**src/sv/esa_pkg.sv**
```systemverilog
// ----------------------------------------------------------------------------
// esa_pkg
// Shared types, widths and codes for the encoder setpoint block.
// ----------------------------------------------------------------------------
package esa_pkg;

  localparam int SETPOINT_BITS = 12;
  localparam int SPEED_BITS    = 9;

  // fixed register and field widths
  localparam int SP_FIELD_BITS  = 12;
  localparam int SPD_MAX_BITS   = 9;
  localparam int SPD_INC_BITS   = 8;
  localparam int SPD_DEC_BITS   = 9;
  localparam int HOLD_BITS      = 4;
  localparam int SHOW_BITS      = 3;
  localparam int CFG_IDX_BITS   = 3;
  localparam int CFG_DATA_BITS  = 12;

  // compare and sum widths
  localparam int GROW_W = ((SPEED_BITS > SPD_INC_BITS) ? SPEED_BITS : SPD_INC_BITS) + 1;
  localparam int SMAX_W = (SPEED_BITS > SPD_MAX_BITS) ? SPEED_BITS : SPD_MAX_BITS;
  localparam int DEC_W  = (SPEED_BITS > SPD_DEC_BITS) ? SPEED_BITS : SPD_DEC_BITS;
  localparam int LSUM_W = ((SETPOINT_BITS > SPEED_BITS) ? SETPOINT_BITS : SPEED_BITS) + 1;

  localparam logic [SPEED_BITS-1:0] SPEED_MASK = '1;

  localparam logic [SP_FIELD_BITS-1:0] SETPOINT_MAX_RST = 12'd4095;
  localparam logic [SPD_MAX_BITS-1:0]  SPEED_MAX_RST    = 9'd256;
  localparam logic [SPD_INC_BITS-1:0]  SPEED_INC_RST    = 8'h10;
  localparam logic [SPD_DEC_BITS-1:0]  SPEED_DEC_RST    = 9'h040;
  localparam logic [HOLD_BITS-1:0]     HOLD_TICKS_RST   = 4'd8;
  localparam logic [SHOW_BITS-1:0]     SHOW_TICKS_RST   = 3'd4;

  typedef enum logic [1:0] {
    OP_ENC  = 2'd0,
    OP_BTN  = 2'd1,
    OP_TICK = 2'd2
  } op_t;

  typedef enum logic [1:0] {
    STEP_NONE = 2'd0,
    STEP_UP   = 2'd1,
    STEP_DOWN = 2'd2
  } step_t;

  typedef enum logic [CFG_IDX_BITS-1:0] {
    CFG_SETPOINT_MAX = 3'd0,
    CFG_SPEED_MAX    = 3'd1,
    CFG_SPEED_INC    = 3'd2,
    CFG_SPEED_DEC    = 3'd3,
    CFG_HOLD_TICKS   = 3'd4,
    CFG_SHOW_TICKS   = 3'd5
  } cfg_idx_t;

  typedef struct packed {
    logic [SP_FIELD_BITS-1:0] setpoint_max;
    logic [SPD_MAX_BITS-1:0]  speed_max;
    logic [SPD_INC_BITS-1:0]  speed_inc;
    logic [SPD_DEC_BITS-1:0]  speed_dec;
    logic [HOLD_BITS-1:0]     hold_ticks;
    logic [SHOW_BITS-1:0]     show_ticks;
  } cfg_t;

  typedef struct packed {
    logic [1:0] op;
    logic       enc_a_low;
    logic       enc_b_low;
    logic       button_pressed;
  } item_t;

  typedef struct packed {
    logic [SP_FIELD_BITS-1:0] setpoint;
    logic                     locked;
    logic                     show_setpoint;
    logic [1:0]               step;
  } result_t;

endpackage

```
**src/sv/esa_core.sv**
```systemverilog
// ----------------------------------------------------------------------------
// esa_core
// Quadrature tracker, speed and setpoint update, show timer and hold lock.
// ----------------------------------------------------------------------------
module esa_core import esa_pkg::*; (
  input  logic    clk,
  input  logic    rst,
  input  logic    en,
  input  item_t   item,
  input  cfg_t    cfg,
  output result_t result
);

  localparam logic [1:0] PH_NONE = 2'b00;
  localparam logic [1:0] PH_A    = 2'b01;
  localparam logic [1:0] PH_B    = 2'b10;
  localparam logic [1:0] PH_BOTH = 2'b11;

  localparam int EF_FIRST_UP = 0;
  localparam int EF_FIRST_DN = 1;
  localparam int EF_LAST_UP  = 2;
  localparam int EF_LAST_DN  = 3;
  localparam int EF_MID      = 4;

  typedef struct packed {
    logic [1:0]               phase_prev;
    logic                     phase_valid;
    logic [4:0]               edge_flags;
    logic [SPEED_BITS-1:0]    speed;
    logic [SETPOINT_BITS-1:0] level;
    logic                     recent_action;
    logic [SHOW_BITS-1:0]     show_timer;
    logic                     holding;
    logic                     release_pending;
    logic [HOLD_BITS-1:0]     hold_count;
    logic                     lock_flag;
  } state_t;

  state_t                   st;
  state_t                   st_next;
  step_t                    dir;
  logic [SPEED_BITS-1:0]    spd_grow;
  logic [SPEED_BITS-1:0]    spd_decay;
  logic [SETPOINT_BITS-1:0] lvl_up;
  logic [SETPOINT_BITS-1:0] lvl_dn;

  // speed and level arithmetic
  always_comb begin
    logic [GROW_W-1:0]        gsum;
    logic [LSUM_W-1:0]        usum;
    logic [SETPOINT_BITS-1:0] lim;
    gsum = GROW_W'(st.speed) + GROW_W'(cfg.speed_inc);
    if (st.speed == '0) begin
      spd_grow = SPEED_BITS'(1);
    end else if (SMAX_W'(st.speed) < SMAX_W'(cfg.speed_max)) begin
      spd_grow = (gsum > GROW_W'(SPEED_MASK)) ? SPEED_MASK : SPEED_BITS'(gsum);
    end else begin
      spd_grow = st.speed;
    end

    if (DEC_W'(st.speed) > DEC_W'(cfg.speed_dec)) begin
      spd_decay = SPEED_BITS'(DEC_W'(st.speed) - DEC_W'(cfg.speed_dec));
    end else begin
      spd_decay = '0;
    end

    lim  = SETPOINT_BITS'(cfg.setpoint_max);
    usum = st.lock_flag ? LSUM_W'(st.level) : LSUM_W'(st.level) + LSUM_W'(spd_grow);
    lvl_up = (usum > LSUM_W'(lim)) ? lim : SETPOINT_BITS'(usum);

    if (st.lock_flag) begin
      lvl_dn = st.level;
    end else if (LSUM_W'(spd_grow) > LSUM_W'(st.level)) begin
      lvl_dn = '0;
    end else begin
      lvl_dn = SETPOINT_BITS'(LSUM_W'(st.level) - LSUM_W'(spd_grow));
    end
  end

  // next state
  always_comb begin
    logic [1:0] cur;
    logic [4:0] fl;
    logic       up;
    logic       dn;
    st_next = st;
    dir     = STEP_NONE;
    cur     = {item.enc_b_low, item.enc_a_low};
    fl      = st.edge_flags;
    up      = 1'b0;
    dn      = 1'b0;
    case (item.op)
      OP_ENC: begin
        if (!st.phase_valid) begin
          st_next.phase_prev  = cur;
          st_next.phase_valid = 1'b1;
        end else if (cur != st.phase_prev) begin
          if (st.phase_prev == PH_NONE) begin
            if (cur == PH_A) begin
              fl[EF_FIRST_UP] = 1'b1;
            end else if (cur == PH_B) begin
              fl[EF_FIRST_DN] = 1'b1;
            end
          end
          if (cur == PH_BOTH) begin
            fl[EF_MID] = 1'b1;
          end else if (cur == PH_NONE) begin
            if (st.phase_prev == PH_B) begin
              fl[EF_LAST_UP] = 1'b1;
            end else if (st.phase_prev == PH_A) begin
              fl[EF_LAST_DN] = 1'b1;
            end
            up = (fl[EF_FIRST_UP] && fl[EF_LAST_UP]) || (fl[EF_FIRST_UP] && fl[EF_MID]) ||
                 (fl[EF_LAST_UP] && fl[EF_MID]);
            dn = (fl[EF_FIRST_DN] && fl[EF_LAST_DN]) || (fl[EF_FIRST_DN] && fl[EF_MID]) ||
                 (fl[EF_LAST_DN] && fl[EF_MID]);
            if (up) begin
              dir = STEP_UP;
            end else if (dn) begin
              dir = STEP_DOWN;
            end
            fl = '0;
          end
          st_next.edge_flags = fl;
          st_next.phase_prev = cur;
        end
        if (dir != STEP_NONE) begin
          st_next.recent_action = 1'b1;
          st_next.speed         = spd_grow;
          st_next.level         = (dir == STEP_UP) ? lvl_up : lvl_dn;
          st_next.show_timer    = cfg.show_ticks;
        end
      end
      OP_BTN: begin
        if (item.button_pressed) begin
          st_next.show_timer = cfg.show_ticks;
          if (!st.release_pending) begin
            st_next.holding = 1'b1;
          end
        end else begin
          st_next.holding         = 1'b0;
          st_next.release_pending = 1'b0;
          st_next.hold_count      = '0;
        end
      end
      OP_TICK: begin
        if (st.recent_action) begin
          st_next.recent_action = 1'b0;
        end else begin
          st_next.speed = spd_decay;
          if (st.show_timer != '0) begin
            st_next.show_timer = st.show_timer - 1'b1;
          end
        end
        if (st.holding) begin
          if (st.hold_count < cfg.hold_ticks) begin
            st_next.hold_count = st.hold_count + 1'b1;
          end else begin
            st_next.holding         = 1'b0;
            st_next.release_pending = 1'b1;
            st_next.hold_count      = '0;
            st_next.lock_flag       = ~st.lock_flag;
          end
        end
      end
      default: ;
    endcase
  end

  always_ff @(posedge clk) begin
    if (rst) begin
      st <= '0;
    end else if (en) begin
      st <= st_next;
    end
  end

  assign result.setpoint      = SP_FIELD_BITS'(st_next.level);
  assign result.locked        = st_next.lock_flag;
  assign result.show_setpoint = (st_next.show_timer != '0);
  assign result.step          = dir;

endmodule

```
**config.mk**
```make
export PLATFORM = sky130hd
export DESIGN_NAME = esa_core
export DESIGN_NICKNAME = d
export VERILOG_FILES = /design/src/sv/esa_pkg.sv /design/src/sv/esa_core.sv
export SDC_FILE = /design/constraint.sdc
export NUM_CORES = 1
export LEC_CHECK = 0
export BUFFER_PORTS_ARGS = -buffer_cell sky130_fd_sc_hd__buf_2
export CAP_MARGIN = 20
export CORE_ASPECT_RATIO = 1.1
export CORE_UTILIZATION = 45
export DETAILED_ROUTE_END_ITERATION = 10
export PLACE_DENSITY = 0.67
export SYNTH_ARGS = -nofsm -noshare
export SYNTH_HDL_FRONTEND = slang
export SYNTH_SLANG_ARGS = --single-unit
```
**constraint.sdc**
```tcl
create_clock -name clk -period 5.7 [get_ports clk]
set_clock_uncertainty 0.05 [all_clocks]
set_input_delay 0.57 -clock clk [delete_from_list [all_inputs] [get_ports clk]]
set_output_delay 0.57 -clock clk [all_outputs]
set_load 0.02 [all_outputs]
```
==> run_results.csv <==
group,metric,value,unit
timing,slew_viol_final,0,
power,ir_worst_vdd,0.1246,mV
global_routing,grt_usage,0.2824,
clocking,clock_sink_count,38,
finish,reg_top3,"st: 38 flops",
finish,final_cell_mix,"123 x buf_4, 74 x nor2_1, 65 x nand2_1",
finish,largest_register,"st",
routing,drc,0,
worst_setup_path,crit_arrival,5.48,ns
clocking,clock_path_buffers,2,
die,dieHeight,120.2,um
clocking,cts.htree.levels,2,
logic_synthesis,syn_nets,888,
power,p_seq_frac,0.229,
logic_synthesis,yosysUniqueCellTypes,87,
finish,syn_to_final_growth,32.37,%
finish,fin_cells,1069,
worst_setup_path,startpoint,"cfg[19]",
timing,grt_setup_unrepaired,"true",
placement,dp_slack,-0.4865,ns
finish,drive_gt1_frac,0.3399,
logic_synthesis,yosysSeqAreaShare,0.1331,
finish,final_common_cell,"buf_4",
placement,dp_hpwl,14060,um
timing,period_needed,6.099,ns
logic_synthesis,syn_area_per_cell,7.502,um^2
placement,portBuffers,68,
global_routing,grt_max_degree,37,
worst_hold_path,min_path_type,"flop to flop",
worst_setup_path,worstPathMaxFanout,6,
die,die_x,109.5,um
finish,largest_reg_flops,38,
clocking,cts_buffers,5,
logic_synthesis,synth-edff-count,0,
finish,multiInputGateArea,4836,um^2
clocking,clk_pin_slew,0.06,ns
run,cap_violations,0,
run_status,violations,"setup timing",
power,switching_share,0.3874,
die,die-area,13160,um^2
run_status,status,"complete, but fails checks",
die,start_util,0.4689,
finish,final_nets,1040,
finish,fin_util,0.6207,
die,ios,69,
global_routing,grt_overflow,0,
die,fp-row-count,42,
routing,vias,6200,
worst_hold_path,hold_start,"st[7]",
timing,max_freq,164.0,MHz
die,core,12190,um^2
global_routing,grt_pass1_vias,6139,
worst_setup_path,crit_path_start_kind,"primary input",
timing,setup_viol,12,
power,p_clk_frac,0.243,
timing,tightest_slew,0.8851,ns
placement,gp_congestion,0.9766,
logic_synthesis,synthCells,762,
power,leakagePower,3.483,nW
power,internal_power,758.2,uW
logic_synthesis,ys_warn_count,0,
clocking,cts_tree,"done",
logic_synthesis,syn_area,5717,um^2
timing,hold_viol,0,
worst_setup_path,endpoint_kind,"output port",
routing,avgViaCountPerCell,5.800,
finish,seqCellArea,770.7,um^2
worst_setup_path,critical_path_class,"primary input to output port",
finish,antenna_cells,0,
timing,final.setup.worst_slack,-0.3986,ns
routing,drt-initial-drc-count,402,
power,combinationalPowerShare,0.528,
clocking,ctsHoldBuffers,0,
placement,dpl.cell_count,1031,
timing,min_period_over_period,1.070,
clocking,insertion_delay,0.29,ns
power,power.switching,479.5,uW
finish,nFillCells,1037,
routing,ant_nets,0,
timing,slew_headroom,0.4037,
logic_synthesis,ys_ff_latch,38,
logic_synthesis,async_flop_share,0,
worst_setup_path,timing.critical_path.required,5.08,ns
routing,avgRoutedWirePerCell,17.06,um
clocking,clock-root-buffer,"clkbuf_16",
logic_synthesis,ys.flop_type,"dfxtp_1",
power,powerDensity,163.6,nW/um^2
routing,wirelength,18240,um
power,p_total,1.238,mW
global_routing,antenna_found_initial,0,
routing,drtPass1Iterations,5,
global_routing,grt_pass1_wl,29440,um
worst_setup_path,r2r_start,"st[24]",
timing,hold_ws,0.4633,ns
==> path summary, 6_finish.rpt <==
check	endpoint	slack, ns	cells after the start
setup / recovery	result[15]	-0.40	26
hold / removal	st[7]	0.46	2
setup reg to reg	st[22]	0.13	28
hold reg to reg	st[7]	0.46	2
==> through the flow <==
| step | TNS [ns] | area (um^2) |
|---|---|---|
| 2_1_floorplan | 0 | 5841 |
| 6_report | -3.927 | 7567 |
| 3_3_place_gp | -4.238 | 6726 |
| 4_1_cts | -2.747 | 7396 |
| 5_1_grt | -6.540 | 7567 |
| 3_5_place_dp | -5.118 | 6726 |
==> cells in the mapped netlist, types with 5 or more instances <==
master / count / area [um^2]
a211oi_1: 14 / 105.1
a21o_1: 18 / 135.1
a21oi_1: 38 / 190.2
a221oi_1: 6 / 52.55
a311oi_1: 15 / 131.4
a31oi_1: 9 / 56.30
and2_1: 5 / 31.28
buf_4: 18 / 135.1
buf_6: 7 / 78.83
clkbuf_1: 15 / 56.30
clkbuf_8: 5 / 68.82
dfxtp_1: 38 / 760.7
ha_1: 69 / 863.3
inv_1: 66 / 247.7
mux2_2: 8 / 90.09
mux2i_1: 9 / 90.09
nand2_1: 73 / 274.0
nand2b_1: 19 / 118.9
nand3_1: 16 / 80.08
nand4_1: 8 / 50.05
nor2_1: 76 / 285.3
nor2b_1: 5 / 31.28
nor3_1: 19 / 95.09
o211ai_1: 19 / 142.6
o21a_1: 9 / 67.56
o21ai_0: 44 / 220.2
o22ai_1: 5 / 31.28
xnor2_1: 14 / 122.6
xor2_1: 14 / 122.6
==> timing repair <==
| item | in CTS | in global routing |
|---|---|---|
| cloned | 1 | 0 |
| gates resized for setup | 81 | 22 |
| setup buffers | 20 | 10 |
| pin swaps | 44 | 18 |
| endpoints found under the setup margin | 12 | 14 |
==> per-layer routing <==
layer  wire (um)  track usage  vias to the layer above
met5           0            0                        -
met4         535      0.09250                        0
met3         917      0.03504                       32
met2        9096       0.5063                      199
met1        7689       0.3435                     2932
li1            -            -                     3037
==> power groups by stage <==
stage / logic (mW) / clock network [mW] / registers, mW
after global routing: 0.718 / 0.315 / 0.283
after floorplan: 0.384 / 0 / 0.286
after detailed placement: 0.563 / 0 / 0.288
final: 0.654 / 0.301 / 0.283
after CTS: 0.622 / 0.301 / 0.283
after global placement: 0.549 / 0 / 0.288
==> logic make-up after synthesis <==
kind of cell / share of synthesized area
and+or+nand+nor: 0.2165
AOI/OAI and AO/OA: 0.2999
buffers and inverters: 0.1066
adders and majority gates: 0.1650
DFF: 0.1331
xor gates and xnor gates: 0.04290
muxes: 0.03611
==> cell type report <==
| class | instances | share of cell area |
|---|---|---|
| multi-input cells | 608 | 0.6391 |
| repair buffers | 193 | 0.1799 |
| flip-flops and latches | 38 | 0.1019 |
| inverters | 68 | 0.03373 |
| well taps | 154 | 0.02546 |
| clock buffers | 6 | 0.01835 |
| clock inverters | 2 | 0.001653 |
==> critical path, cell delays in order <==
cell and delay (ns):
buf_2 0.10, ha_1 0.32, a21o_1 0.20, a22o_1 0.27
a21oi_4 0.25, nand2_2 0.11, o22ai_1 0.12, nand2_1 0.09
ha_2 0.23, fa_2 0.40, nand2b_4 0.10, a221oi_4 0.08
o21ai_2 0.17, mux2_4 0.33, a211oi_4 0.24, ha_1 0.20
nand4_1 0.20, buf_4 0.20, o31ai_4 0.24, a21o_1 0.23
nand2_4 0.11, buf_4 0.15, buf_6 0.12, o21ai_4 0.18
nand2_2 0.10, buf_6 0.15
(Power assumes the default switching activity.)
